File: src/life_generation_row_stream_defines.svh
// Assertion macros shared by the row stream RTL
`ifndef LIFE_GENERATION_ROW_STREAM_DEFINES_SVH
`define LIFE_GENERATION_ROW_STREAM_DEFINES_SVH

// check outside reset
`define LGRS_ASSERT(label, prop, msg) \
  label: assert property (@(posedge clk) disable iff (!rst_n) prop) else $error(msg);

// check at every edge, reset included
`define LGRS_ASSERT_ALWAYS(label, prop, msg) \
  label: assert property (@(posedge clk) prop) else $error(msg);

`endif

File: src/lgrs_pkg.sv
// Package: shared widths and the job control struct of the row stream
`timescale 1ns / 1ps
`default_nettype none
package lgrs_pkg;

  localparam int ROW_W     = 60;
  localparam int ROW_NUM_W = 6;

  typedef struct packed {
    logic [ROW_NUM_W-1:0] row_idx;
    logic                 has_first;
    logic                 last;
  } job_ctl_t;

endpackage
`default_nettype wire

File: src/lgrs_in_if.sv
// Interface: input row channel
`timescale 1ns / 1ps
`default_nettype none
interface lgrs_in_if;
  import lgrs_pkg::*;

  logic             valid;
  logic             ready;
  logic [ROW_W-1:0] row_cells;
  logic             final_row;

  modport source (output valid, output row_cells, output final_row, input ready);
  modport sink   (input valid, input row_cells, input final_row, output ready);
endinterface
`default_nettype wire

File: src/lgrs_out_if.sv
// Interface: result row channel
`timescale 1ns / 1ps
`default_nettype none
interface lgrs_out_if;
  import lgrs_pkg::*;

  logic                 valid;
  logic                 ready;
  logic [ROW_W-1:0]     next_row_cells;
  logic [ROW_NUM_W-1:0] row_number;
  logic                 frame_done;

  modport source (output valid, output next_row_cells, output row_number,
                  output frame_done, input ready);
  modport sink   (input valid, input next_row_cells, input row_number,
                  input frame_done, output ready);
endinterface
`default_nettype wire

File: src/lgrs_front.sv
// Front: row window state and job classification
`timescale 1ns / 1ps
`default_nettype none
module lgrs_front #(
  parameter int ACT_W           = 60,
  parameter int GRID_HEIGHT_MAX = 40
) (
  input  wire logic                            clk,
  input  wire logic                            rst_n,
  input  wire logic                            acc,
  input  wire logic [lgrs_pkg::ROW_W-1:0]      row_cells,
  input  wire logic                            final_row,
  output logic                                 push,
  output lgrs_pkg::job_ctl_t                   push_ctl,
  output logic [3*ACT_W-1:0]                   push_rows
);
  import lgrs_pkg::*;

  logic [ACT_W-1:0]     upper_r, upper_nxt;
  logic [ACT_W-1:0]     middle_r, middle_nxt;
  logic [ROW_NUM_W-1:0] rows_seen_r, rows_seen_nxt;
  logic [ACT_W-1:0]     low;
  logic [ROW_NUM_W:0]   seen_inc;
  logic                 last;
  logic                 has_first;

  assign low       = row_cells[ACT_W-1:0];
  assign seen_inc  = {1'b0, rows_seen_r} + {{ROW_NUM_W{1'b0}}, 1'b1};
  assign last      = final_row || (seen_inc >= (ROW_NUM_W+1)'(GRID_HEIGHT_MAX));
  assign has_first = (rows_seen_r != '0);

  assign push      = acc && (has_first || last);
  assign push_ctl  = '{row_idx: rows_seen_r, has_first: has_first, last: last};
  assign push_rows = {low, middle_r, upper_r};

  always_comb begin
    upper_nxt     = upper_r;
    middle_nxt    = middle_r;
    rows_seen_nxt = rows_seen_r;
    if (acc) begin
      if (last) begin
        upper_nxt     = '0;
        middle_nxt    = '0;
        rows_seen_nxt = '0;
      end else begin
        upper_nxt     = middle_r;
        middle_nxt    = low;
        rows_seen_nxt = seen_inc[ROW_NUM_W-1:0];
      end
    end
  end

  always_ff @(posedge clk) begin
    if (!rst_n) begin
      upper_r     <= '0;
      middle_r    <= '0;
      rows_seen_r <= '0;
    end else begin
      upper_r     <= upper_nxt;
      middle_r    <= middle_nxt;
      rows_seen_r <= rows_seen_nxt;
    end
  end
endmodule
`default_nettype wire

File: src/lgrs_queue.sv
// Queue: two-entry job buffer between front and back
`timescale 1ns / 1ps
`default_nettype none
module lgrs_queue #(
  parameter int ACT_W = 60
) (
  input  wire logic                 clk,
  input  wire logic                 rst_n,
  input  wire logic                 push,
  input  wire lgrs_pkg::job_ctl_t   push_ctl,
  input  wire logic [3*ACT_W-1:0]   push_rows,
  output logic                      full,
  input  wire logic                 pop,
  output logic                      head_valid,
  output lgrs_pkg::job_ctl_t        head_ctl,
  output logic [3*ACT_W-1:0]        head_rows
);
  import lgrs_pkg::*;
  `include "life_generation_row_stream_defines.svh"

  localparam int DEPTH = 2;

  job_ctl_t         ctl_r  [DEPTH];
  logic [3*ACT_W-1:0] rows_r [DEPTH];
  logic             wr_ptr_r, wr_ptr_nxt;
  logic             rd_ptr_r, rd_ptr_nxt;
  logic [1:0]       count_r, count_nxt;

  assign full       = (count_r == 2'(DEPTH));
  assign head_valid = (count_r != '0);
  assign head_ctl   = ctl_r[rd_ptr_r];
  assign head_rows  = rows_r[rd_ptr_r];

  always_comb begin
    wr_ptr_nxt = push ? ~wr_ptr_r : wr_ptr_r;
    rd_ptr_nxt = pop  ? ~rd_ptr_r : rd_ptr_r;
    count_nxt  = count_r;
    if (push && !pop) begin
      count_nxt = count_r + 2'd1;
    end else if (!push && pop) begin
      count_nxt = count_r - 2'd1;
    end
  end

  always_ff @(posedge clk) begin
    if (push) begin
      ctl_r[wr_ptr_r]  <= push_ctl;
      rows_r[wr_ptr_r] <= push_rows;
    end
  end

  always_ff @(posedge clk) begin
    if (!rst_n) begin
      wr_ptr_r <= 1'b0;
      rd_ptr_r <= 1'b0;
      count_r  <= '0;
    end else begin
      wr_ptr_r <= wr_ptr_nxt;
      rd_ptr_r <= rd_ptr_nxt;
      count_r  <= count_nxt;
    end
  end

  `LGRS_ASSERT(a_no_overflow, !(push && full && !pop), "job queue overflow")
  `LGRS_ASSERT(a_no_underflow, !(pop && !head_valid), "job queue underflow")
  `LGRS_ASSERT(a_count_range, count_r <= 2'(DEPTH), "job queue count out of range")
  `LGRS_ASSERT(a_ptr_match, (count_r == '0 || count_r == 2'(DEPTH)) |-> (wr_ptr_r == rd_ptr_r),
    "job queue pointers out of step")
endmodule
`default_nettype wire

File: src/lgrs_back.sv
// Back: cell lanes for one generation row and the output register
`timescale 1ns / 1ps
`default_nettype none
module lgrs_back #(
  parameter int ACT_W = 60
) (
  input  wire logic                           clk,
  input  wire logic                           rst_n,
  input  wire logic                           head_valid,
  input  wire lgrs_pkg::job_ctl_t             head_ctl,
  input  wire logic [3*ACT_W-1:0]             head_rows,
  output logic                                pop,
  output logic                                out_valid,
  input  wire logic                           out_ready,
  output logic [lgrs_pkg::ROW_W-1:0]          out_cells,
  output logic [lgrs_pkg::ROW_NUM_W-1:0]      out_row,
  output logic                                out_done
);
  import lgrs_pkg::*;
  `include "life_generation_row_stream_defines.svh"

  logic                 phase_r, phase_nxt;
  logic                 valid_r, valid_nxt;
  logic [ROW_W-1:0]     cells_r;
  logic [ROW_NUM_W-1:0] row_r;
  logic                 done_r;

  logic [ACT_W-1:0]     up, mid, low;
  logic                 second;
  logic [ACT_W-1:0]     r0, r1, r2;
  logic [ACT_W+1:0]     p0, p1, p2;
  logic [ACT_W-1:0]     res;
  logic [ROW_W-1:0]     res_wide;
  logic                 load;
  logic                 retire;

  assign up  = head_rows[ACT_W-1:0];
  assign mid = head_rows[2*ACT_W-1:ACT_W];
  assign low = head_rows[3*ACT_W-1:2*ACT_W];

  // second result of a bottom row uses a dead row below
  assign second = !(head_ctl.has_first && !phase_r);
  assign r0 = second ? mid : up;
  assign r1 = second ? low : mid;
  assign r2 = second ? '0  : low;
  assign p0 = {1'b0, r0, 1'b0};
  assign p1 = {1'b0, r1, 1'b0};
  assign p2 = {1'b0, r2, 1'b0};

  for (genvar k = 0; k < ACT_W; k++) begin : g_lane
    logic [3:0] n;
    assign n = 4'(p0[k]) + 4'(p0[k+1]) + 4'(p0[k+2])
             + 4'(p1[k]) + 4'(p1[k+2])
             + 4'(p2[k]) + 4'(p2[k+1]) + 4'(p2[k+2]);
    assign res[k] = (n == 4'd3) || ((n == 4'd2) && p1[k+1]);
  end

  always_comb begin
    res_wide = '0;
    res_wide[ACT_W-1:0] = res;
  end

  assign load   = head_valid && (!valid_r || out_ready);
  assign retire = second || !head_ctl.last;
  assign pop    = load && retire;

  always_comb begin
    phase_nxt = phase_r;
    valid_nxt = valid_r;
    if (out_ready) begin
      valid_nxt = 1'b0;
    end
    if (load) begin
      valid_nxt = 1'b1;
      phase_nxt = !retire;
    end
  end

  always_ff @(posedge clk) begin
    if (load) begin
      cells_r <= res_wide;
      row_r   <= second ? head_ctl.row_idx : head_ctl.row_idx - ROW_NUM_W'(1);
      done_r  <= second;
    end
  end

  always_ff @(posedge clk) begin
    if (!rst_n) begin
      phase_r <= 1'b0;
      valid_r <= 1'b0;
    end else begin
      phase_r <= phase_nxt;
      valid_r <= valid_nxt;
    end
  end

  assign out_valid = valid_r;
  assign out_cells = cells_r;
  assign out_row   = row_r;
  assign out_done  = done_r;

  `LGRS_ASSERT(a_phase_has_job, phase_r |-> head_valid, "split job lost its queue entry")
  `LGRS_ASSERT(a_phase_bottom, phase_r |-> (head_ctl.last && head_ctl.has_first),
    "split job is not a bottom row")
  `LGRS_ASSERT_ALWAYS(a_reset_clears, !rst_n |=> (!valid_r && !phase_r),
    "output stage not cleared by reset")
endmodule
`default_nettype wire

File: src/life_generation_row_stream.sv
// Top level: one Game of Life generation over a row-streamed grid
//
//  channel  | dir | payload                                  | handshake
//  in_ch    | in  | row_cells[59:0], final_row               | valid/ready
//  out_ch   | out | next_row_cells[59:0], row_number[5:0],   | valid/ready
//           |     | frame_done                               |
//
// One row accepted per cycle while the queue is not full; each row yields
// zero, one or two result rows. Each result passes the job queue and then
// the single output register; a bottom row gives its two results in turn.
// A two-entry job queue decouples input acceptance from output stalls.
// Synchronous active-low reset clears the row window, the queue and output.
`timescale 1ns / 1ps
`default_nettype none
module life_generation_row_stream #(
  parameter int GRID_WIDTH      = 60,
  parameter int GRID_HEIGHT_MAX = 40
) (
  input  wire logic   clk,
  input  wire logic   rst_n,
  lgrs_in_if.sink     in_ch,
  lgrs_out_if.source  out_ch
);
  import lgrs_pkg::*;

  localparam int ACT_W = (GRID_WIDTH < ROW_W) ? GRID_WIDTH : ROW_W;

  logic               full;
  logic               acc;
  logic               push;
  job_ctl_t           push_ctl;
  logic [3*ACT_W-1:0] push_rows;
  logic               pop;
  logic               head_valid;
  job_ctl_t           head_ctl;
  logic [3*ACT_W-1:0] head_rows;

  assign in_ch.ready = !full;
  assign acc         = in_ch.valid && !full;

  lgrs_front #(
    .ACT_W           (ACT_W),
    .GRID_HEIGHT_MAX (GRID_HEIGHT_MAX)
  ) u_front (
    .clk       (clk),
    .rst_n     (rst_n),
    .acc       (acc),
    .row_cells (in_ch.row_cells),
    .final_row (in_ch.final_row),
    .push      (push),
    .push_ctl  (push_ctl),
    .push_rows (push_rows)
  );

  lgrs_queue #(
    .ACT_W (ACT_W)
  ) u_queue (
    .clk        (clk),
    .rst_n      (rst_n),
    .push       (push),
    .push_ctl   (push_ctl),
    .push_rows  (push_rows),
    .full       (full),
    .pop        (pop),
    .head_valid (head_valid),
    .head_ctl   (head_ctl),
    .head_rows  (head_rows)
  );

  lgrs_back #(
    .ACT_W (ACT_W)
  ) u_back (
    .clk        (clk),
    .rst_n      (rst_n),
    .head_valid (head_valid),
    .head_ctl   (head_ctl),
    .head_rows  (head_rows),
    .pop        (pop),
    .out_valid  (out_ch.valid),
    .out_ready  (out_ch.ready),
    .out_cells  (out_ch.next_row_cells),
    .out_row    (out_ch.row_number),
    .out_done   (out_ch.frame_done)
  );
endmodule
`default_nettype wire
File: src/flat_wrapper.sv
// flat-port wrapper written by rule: the top's interface ports become plain ports
module life_generation_row_stream_flat import lgrs_pkg::*;
#(
  parameter int GRID_WIDTH      = 60,
  parameter int GRID_HEIGHT_MAX = 40
)
  (clk, rst_n, in_ch_valid, in_ch_row_cells, in_ch_final_row, in_ch_ready, out_ch_valid, out_ch_next_row_cells, out_ch_row_number, out_ch_frame_done, out_ch_ready);
  lgrs_in_if in_ch_i ();
  lgrs_out_if out_ch_i ();
  input  wire logic clk;
  input  wire logic rst_n;
  input wire logic [$bits(in_ch_i.valid)-1:0] in_ch_valid;
  input wire logic [$bits(in_ch_i.row_cells)-1:0] in_ch_row_cells;
  input wire logic [$bits(in_ch_i.final_row)-1:0] in_ch_final_row;
  output wire logic [$bits(in_ch_i.ready)-1:0] in_ch_ready;
  output wire logic [$bits(out_ch_i.valid)-1:0] out_ch_valid;
  output wire logic [$bits(out_ch_i.next_row_cells)-1:0] out_ch_next_row_cells;
  output wire logic [$bits(out_ch_i.row_number)-1:0] out_ch_row_number;
  output wire logic [$bits(out_ch_i.frame_done)-1:0] out_ch_frame_done;
  input wire logic [$bits(out_ch_i.ready)-1:0] out_ch_ready;
  assign in_ch_i.valid = in_ch_valid;
  assign in_ch_i.row_cells = in_ch_row_cells;
  assign in_ch_i.final_row = in_ch_final_row;
  assign in_ch_ready = in_ch_i.ready;
  assign out_ch_valid = out_ch_i.valid;
  assign out_ch_next_row_cells = out_ch_i.next_row_cells;
  assign out_ch_row_number = out_ch_i.row_number;
  assign out_ch_frame_done = out_ch_i.frame_done;
  assign out_ch_i.ready = out_ch_ready;
  life_generation_row_stream #(.GRID_WIDTH(GRID_WIDTH), .GRID_HEIGHT_MAX(GRID_HEIGHT_MAX)) u_core (.clk(clk), .rst_n(rst_n), .in_ch(in_ch_i), .out_ch(out_ch_i));
endmodule
File: config.mk
export PLATFORM = sky130hd
export DESIGN_NAME = life_generation_row_stream_flat
export DESIGN_NICKNAME = d
export VERILOG_FILES = /design/src/lgrs_pkg.sv /design/src/lgrs_in_if.sv /design/src/lgrs_out_if.sv /design/src/lgrs_front.sv /design/src/lgrs_queue.sv /design/src/lgrs_back.sv /design/src/life_generation_row_stream.sv /design/src/flat_wrapper.sv
export VERILOG_INCLUDE_DIRS = /design/src /design/src/src
export SDC_FILE = /design/constraint.sdc
export NUM_CORES = 1
export LEC_CHECK = 0
export BUFFER_PORTS_ARGS = -buffer_cell sky130_fd_sc_hd__buf_2
export CAP_MARGIN = 10
export CORE_MARGIN = 4
export CORE_UTILIZATION = 45
export CTS_BUF_LIST = sky130_fd_sc_hd__clkbuf_4
export DETAILED_ROUTE_END_ITERATION = 6
export GPL_TIMING_DRIVEN = 1
export SYNTH_ARGS = -nofsm -noshare
export SYNTH_HDL_FRONTEND = slang
export SYNTH_SLANG_ARGS = --single-unit
export TNS_END_PERCENT = 1
File: constraint.sdc
create_clock -name clk -period 13.8 [get_ports clk]
set_clock_uncertainty 0.15 [all_clocks]
set_input_delay 1.38 -clock clk [delete_from_list [all_inputs] [get_ports clk]]
set_output_delay 1.38 -clock clk [all_outputs]
set_load 0.05 [all_outputs]
* Yosys cells after proc, flatten, opt, wreduce, memory -nomap -nowiden
Memories as Yosys holds them, arrays and structs flattened. A register that Yosys moved wholly into a read port is not among the register bits.
Index checks and enable logic that the tools add are counted.
** Cells by class
- $add $sub $neg :: 417
- Mux-type cells :: 17
- $lt $le $gt $ge :: 1
- Bitwise gates (word level) :: 2
- Equality and inequality tests :: 121
- Reduce and logical (&&, ||, !) cells :: 143
** Operators by type and width (count)
- $add A4 B1 Y4 :: 236
- $eq A4 B2 Y1 const B :: 120
- $mux W60 :: 5
- $add A3 B1 Y4 :: 59
- $add A2 B1 Y3 :: 59
- $add A1 B1 Y2 :: 59
- $logic_and A1 B1 Y1 :: 67
- $logic_or A1 B1 Y1 :: 64
- $mux W6 :: 2
- $logic_not A1 Y1 :: 8
- $mux W1 :: 8
- $add A6 B1 Y7 const B :: 1
- $ge A7 B6 Y1 const B :: 1
- $reduce_bool A2 Y1 :: 3
- $reduce_bool A6 Y1 :: 1
- $sub A6 B1 Y6 const B :: 1
- $mux W2 :: 2
- $add A2 B1 Y2 const B :: 1
- $eq A2 B2 Y1 const B :: 1
- $not A1 Y1 :: 2
- $sub A2 B1 Y2 const B :: 1
** Word-level totals
- Register bits after elaboration :: 199
- RAM bits :: 376
- Output and inout port bits :: 69
- Word-level logic and storage cells :: 714
- Bits of input ports :: 65
- Memories :: 2
** Memories
- u_core.u_queue.rows_r :: words 2, width 180, rd ports 1, clocked after memory_dff 1, wr ports 1, RTL line lgrs_queue.sv:24 : logic [3*ACT_W-1:0] rows_r [DEPTH];
- u_core.u_queue.ctl_r :: words 2, width 8, rd ports 1, clocked after memory_dff 1, wr ports 1, RTL line lgrs_queue.sv:23 : job_ctl_t ctl_r [DEPTH];

* Longest topological paths before layout
- Depth after elaboration :: 13
- Gate-level depth with buffers :: 18
- Depth with buffers taken out :: 16

* Modules after synthesis
From an unflattened synthesis, not the netlist that was laid out.
** Unflattened totals
- Cells, all modules :: 2877
- Area total of the unflattened synthesis :: 35109.9 um2
** Modules (own cells, without submodules)
- lgrs_back :: area each 15655.0 um2, cells each 1758, seq. area each 2052.0 um2, instances 1
- lgrs_queue :: area each 14204.9 um2, cells each 607, seq. area each 11390.9 um2, instances 1
- lgrs_front :: area each 5240.0 um2, cells each 510, seq. area each 2522.4 um2, instances 1
- life_generation_row_stream :: area each 10.0 um2, cells each 2, seq. area each 0.0 um2, instances 1

* Worst setup path after synthesis
OpenSTA, ideal clock, no wires.
- Kind :: input to register
- From :: in in_ch_valid
- To :: reg u_core.u_queue.wr_ptr_r
- Arrival :: 10765 ps
- Library setup time :: 97 ps
- Data required time :: 13553 ps
- Stages on the path :: 4
- Slack :: 2788 ps
- Path buffers :: 0
- Cells stage by stage :: nand2_1 -> a31oi_1 -> nor2b_1 -> o21a_1
** On the way
- Longest elaborated chain between the ends :: 2
** RTL lines
- from (decl) :: RTL line flat_wrapper.sv:12 : input wire logic [$bits(in_ch_i.valid)-1:0] in_ch_valid;
- $logic_and A1 B1 Y1 :: RTL line life_generation_row_stream.sv:39 : assign acc = in_ch.valid && !full;
- $logic_and A1 B1 Y1 :: RTL line lgrs_front.sv:32 : assign push = acc && (has_first || last);
- named net u_core.push :: RTL line life_generation_row_stream.sv:30 : logic push;
- to (signal assigned) :: RTL line lgrs_queue.sv:58 : wr_ptr_r <= wr_ptr_nxt;
- to (decl) :: RTL line lgrs_queue.sv:25 : logic wr_ptr_r, wr_ptr_nxt;
The timed path passes the listed nets, and every way through them passes these cells.
A chain may end at the register's enable or synchronous reset.

==> run metrics <==
status finished clean; global-route wire length before repair 117 mm; Synth Area in Compound Gates 5.95%; Post-DP HPWL 46.5 mm; post-synthesis mux area share 12.8%; CP max stage cell dfxtp_4; CP endpoint kind flip-flop; DR pass1 iterations 5; clock latency at the later pin of the worst-skew pair 970 ps; cells along the critical path buf_4 -> buf_4 -> mux2i_1 -> xor2_1 -> ha_1 -> inv_1 -> fa_1 -> inv_1 -> fa_1 -> and2_1 -> fa_1 -> nand2_1 -> nor2_1 -> o21ai_0 -> a211oi_1; syn_area_per_cell 12.0 µm²; htree depth 4; Rel. slew slack 29.4%; Syn. warnings 0; fmax 158 MHz; Iteration-0 DRC Markers 1048; Hold Crit Start u_core.u_front.upper_r[25]$_SDFFE_PN0P_; Post-Syn Instances 2776; Layout Cells excl Fill 4095; final-report max-slew violation count 0; crit path DAT 6850 ps; gr ovfl total 0; initial antenna violation count 14; reg2reg end u_core.u_back.out_cells[33]$_DFFE_PP_; Critical Path RT 14330 ps; CP top delay family buffers and inverters; share of the synthesized area in the top cell type 40.0%; routed wire length 71.4 mm; crit path kind flip-flop to flip-flop; largest family of logic cells by synthesized area adder cells; post-synth cell types 50; die width 280 µm; hold worst-path end u_core.u_queue.rows_r[1][25]$_DFFE_PP_; Post-Synth XOR/XNOR Area 2.13%; Std-Cell Rows 99; DIE HEIGHT 280 µm; Post-Route Utilization 50.5%; Clock Path Buffers 3; setup TNS 0 ps; CTS tree yes; reg2reg setup slack 7480 ps; FILL cells 6552; CP bufs+invs 4; class of the worst hold path flip-flop to flip-flop; routability cong. 0.773; nets@finish 3422; register area share after synthesis 48.0%; min Tclk post-route 6320 ps; synth top area cells edfxtp_1 40%, fa_1 11%, mux2i_1 8.1%, dfxtp_1 8.0%, ha_1 6.8%; Initial Util 45.5%; Global Route Usage Sum 18.7%; Worst path max stage delay 920 ps; syn nets 3203; Setup crit start kind flip-flop; Via Count 21200; largest net degree at the start of global routing 141; P&R area growth vs syn 11.0%; Main synth FF type edfxtp_1; vias in the first global route 22800; WL/cell 17.4 µm; area of the die 78300 µm²; max_cap viols 0; number of vias per cell 5.18; DRT antenna net count 0; Port Buffers 133; # Post-CTS Setup Buffers 0; Slew @ Worst Pin 1060 ps; Worst Slack Setup Final 7480 ps; Cell Area, Synth 33300 µm²; area share of fa/ha/maj cells after synthesis 17.7%; Crit path top cell by count fa_1; Inst Count DP 3795; Root Driver clkbuf_4; Clock transition at path regs 70 ps; core area 73100 µm²; Synth async-reset ratio 0%; Fin. Hold Viols 0; total CTS buffers 157; Hold Path Depth 0; worst slack at placement 7470 ps; Max FO, Critical Path 55; RSZ-0062 raised after global routing no; r2r worst-path depth 15; Post-CTS Hold Buffers 0; number of synthesized flops with an enable pin 443; CTS resizes 0; total I/O pin count 134; post-synth top area cell edfxtp_1; number of synthesized register bits 576; TritonCTS Sinks 576; Post-Synth Simple-Gate Area 8.83%; share of cells above drive strength 1 16.9%; drc violations 0; ratio of final minimum period to clock period 45.8%; # setup viols final 0
==> Yosys cell counts (3+ instances only) <==
master and n:
xnor2_1 26, nand2_1 446, nand4_1 4, buf_4 17, mux2i_2 21, a31oi_1 3
nand3b_1 10, inv_1 264, o211a_1 4, a211oi_1 44, a21oi_1 133, dfxtp_1 133
fa_1 180, and2_1 51, nor3b_1 3, a21o_1 54, buf_1 3, edfxtp_1 443
buf_6 11, nor2_1 111, xor2_1 55, clkbuf_1 37, mux4_2 22, ha_1 182
nand3_1 6, o21ai_0 60, buf_2 23, nor3_1 53, o311ai_1 7, nor2b_1 8
o2111a_1 3, mux2_2 66, mux2i_1 269
==> worst max-delay path by stage <==
| stage | startpoint | endpoint | slack [ps] | cells after the start |
|---|---|---|---|---|
| 2_1_floorplan | in_ch_valid | u_core.u_queue.wr_ptr_r$_SDFFE_PN0P_ | 2790 | 4 |
| 3_3_place_gp | flip-flop | u_core.u_back.out_cells[41]$_DFFE_PP_ | 7590 | 14 |
| 3_5_place_dp | flip-flop | u_core.u_back.out_cells[25]$_DFFE_PP_ | 7470 | 15 |
| 4_1_cts | flip-flop | u_core.u_back.out_cells[33]$_DFFE_PP_ | 7430 | 15 |
| 5_1_grt | flip-flop | u_core.u_back.out_cells[33]$_DFFE_PP_ | 6940 | 15 |
| 6_report | flip-flop | u_core.u_back.out_cells[33]$_DFFE_PP_ | 7480 | 15 |
==> layout by cell type, fill, tap and decap left out, drive strengths merged, types with 47 or more instances in the layout <==
cell type / synthesis / layout
edfxtp: 443 / 443
nand2: 446 / 446
nor3: 53 / 53
inv: 265 / 270
buf: 56 / 153
fa: 180 / 180
clkinv: 0 / 63
o21ai: 62 / 62
nor2: 112 / 112
a21oi: 133 / 133
xor2: 55 / 55
and2: 51 / 51
a211oi: 47 / 47
ha: 182 / 182
mux2: 66 / 66
dfxtp: 133 / 133
a21o: 54 / 54
clkbuf: 37 / 214
mux2i: 291 / 291
==> metrics by stage <==
step	hold WS [ps]	cell area, µm²
after CTS	254	36900
final	256	36900
after detailed placement	287	34800
after global placement	280	34800
after floorplan	274	33300
after global routing	268	36900
==> registers in the layout (all words and copies together) (netlist names), named ones only <==
signal	cells
u_core.u_back.out_valid	1
u_core.u_front.middle_r	60
u_core.u_back.out_row	6
u_core.u_queue.count_r	2
u_core.u_queue.rd_ptr_r	1
u_core.u_front.rows_seen_r	6
u_core.u_back.out_cells	60
u_core.u_front.upper_r	60
u_core.u_back.phase_r	1
u_core.u_queue.wr_ptr_r	1
u_core.u_queue.rows_r	360
u_core.u_back.out_done	1
u_core.u_queue.ctl_r	16
==> worst reg2reg max path, stage by stage (launching register included) <==
cell and delay [ps]:
dfxtp_4 920, buf_4 940, buf_4 860, mux2i_1 710, xor2_1 150, ha_1 310
inv_1 50, fa_1 470, inv_1 60, fa_1 480, and2_1 180, fa_1 410
nand2_1 90, nor2_1 40, o21ai_0 160, a211oi_1 80
==> final cells by class <==
cell class / count / area (µm²) / area share [%]
diodes: 8 / 20.0 / 0.0542
repair buffers: 153 / 841 / 2.28
well taps: 959 / 1200 / 3.25
clock buffers: 214 / 1610 / 4.35
flip-flops and latches: 576 / 16000 / 43.3
multi-input cells: 1842 / 15800 / 42.8
clock inverters: 78 / 480 / 1.30
inverters: 265 / 995 / 2.69
==> cells by family (layout without fill, tap and decap cells) <==
family / after synthesis / count (layout)
AO/OA/AOI/OAI: 320 / 320
XOR/XNOR: 81 / 81
adder cells (fa/ha/maj): 362 / 362
buffers and inverters: 358 / 710
flip-flops: 576 / 576
multiplexers: 379 / 379
other: 0 / 8
AND/OR/NAND/NOR: 700 / 700
==> layer usage <==
| metal | part of all wire (%) | vias up | global-route usage, % |
|---|---|---|---|
| li1 | - | 10200 | - |
| met1 | 43 | 10500 | 22.8 |
| met2 | 50 | 368 | 32.3 |
| met3 | 4.6 | 126 | 4.55 |
| met4 | 2.6 | 8 | 6.78 |
| met5 | 0.057 | - | 0 |
Power is left out: the tool's default activity adds up to more than one toggle a clock period on the data nets, which glitch-free logic cannot reach.
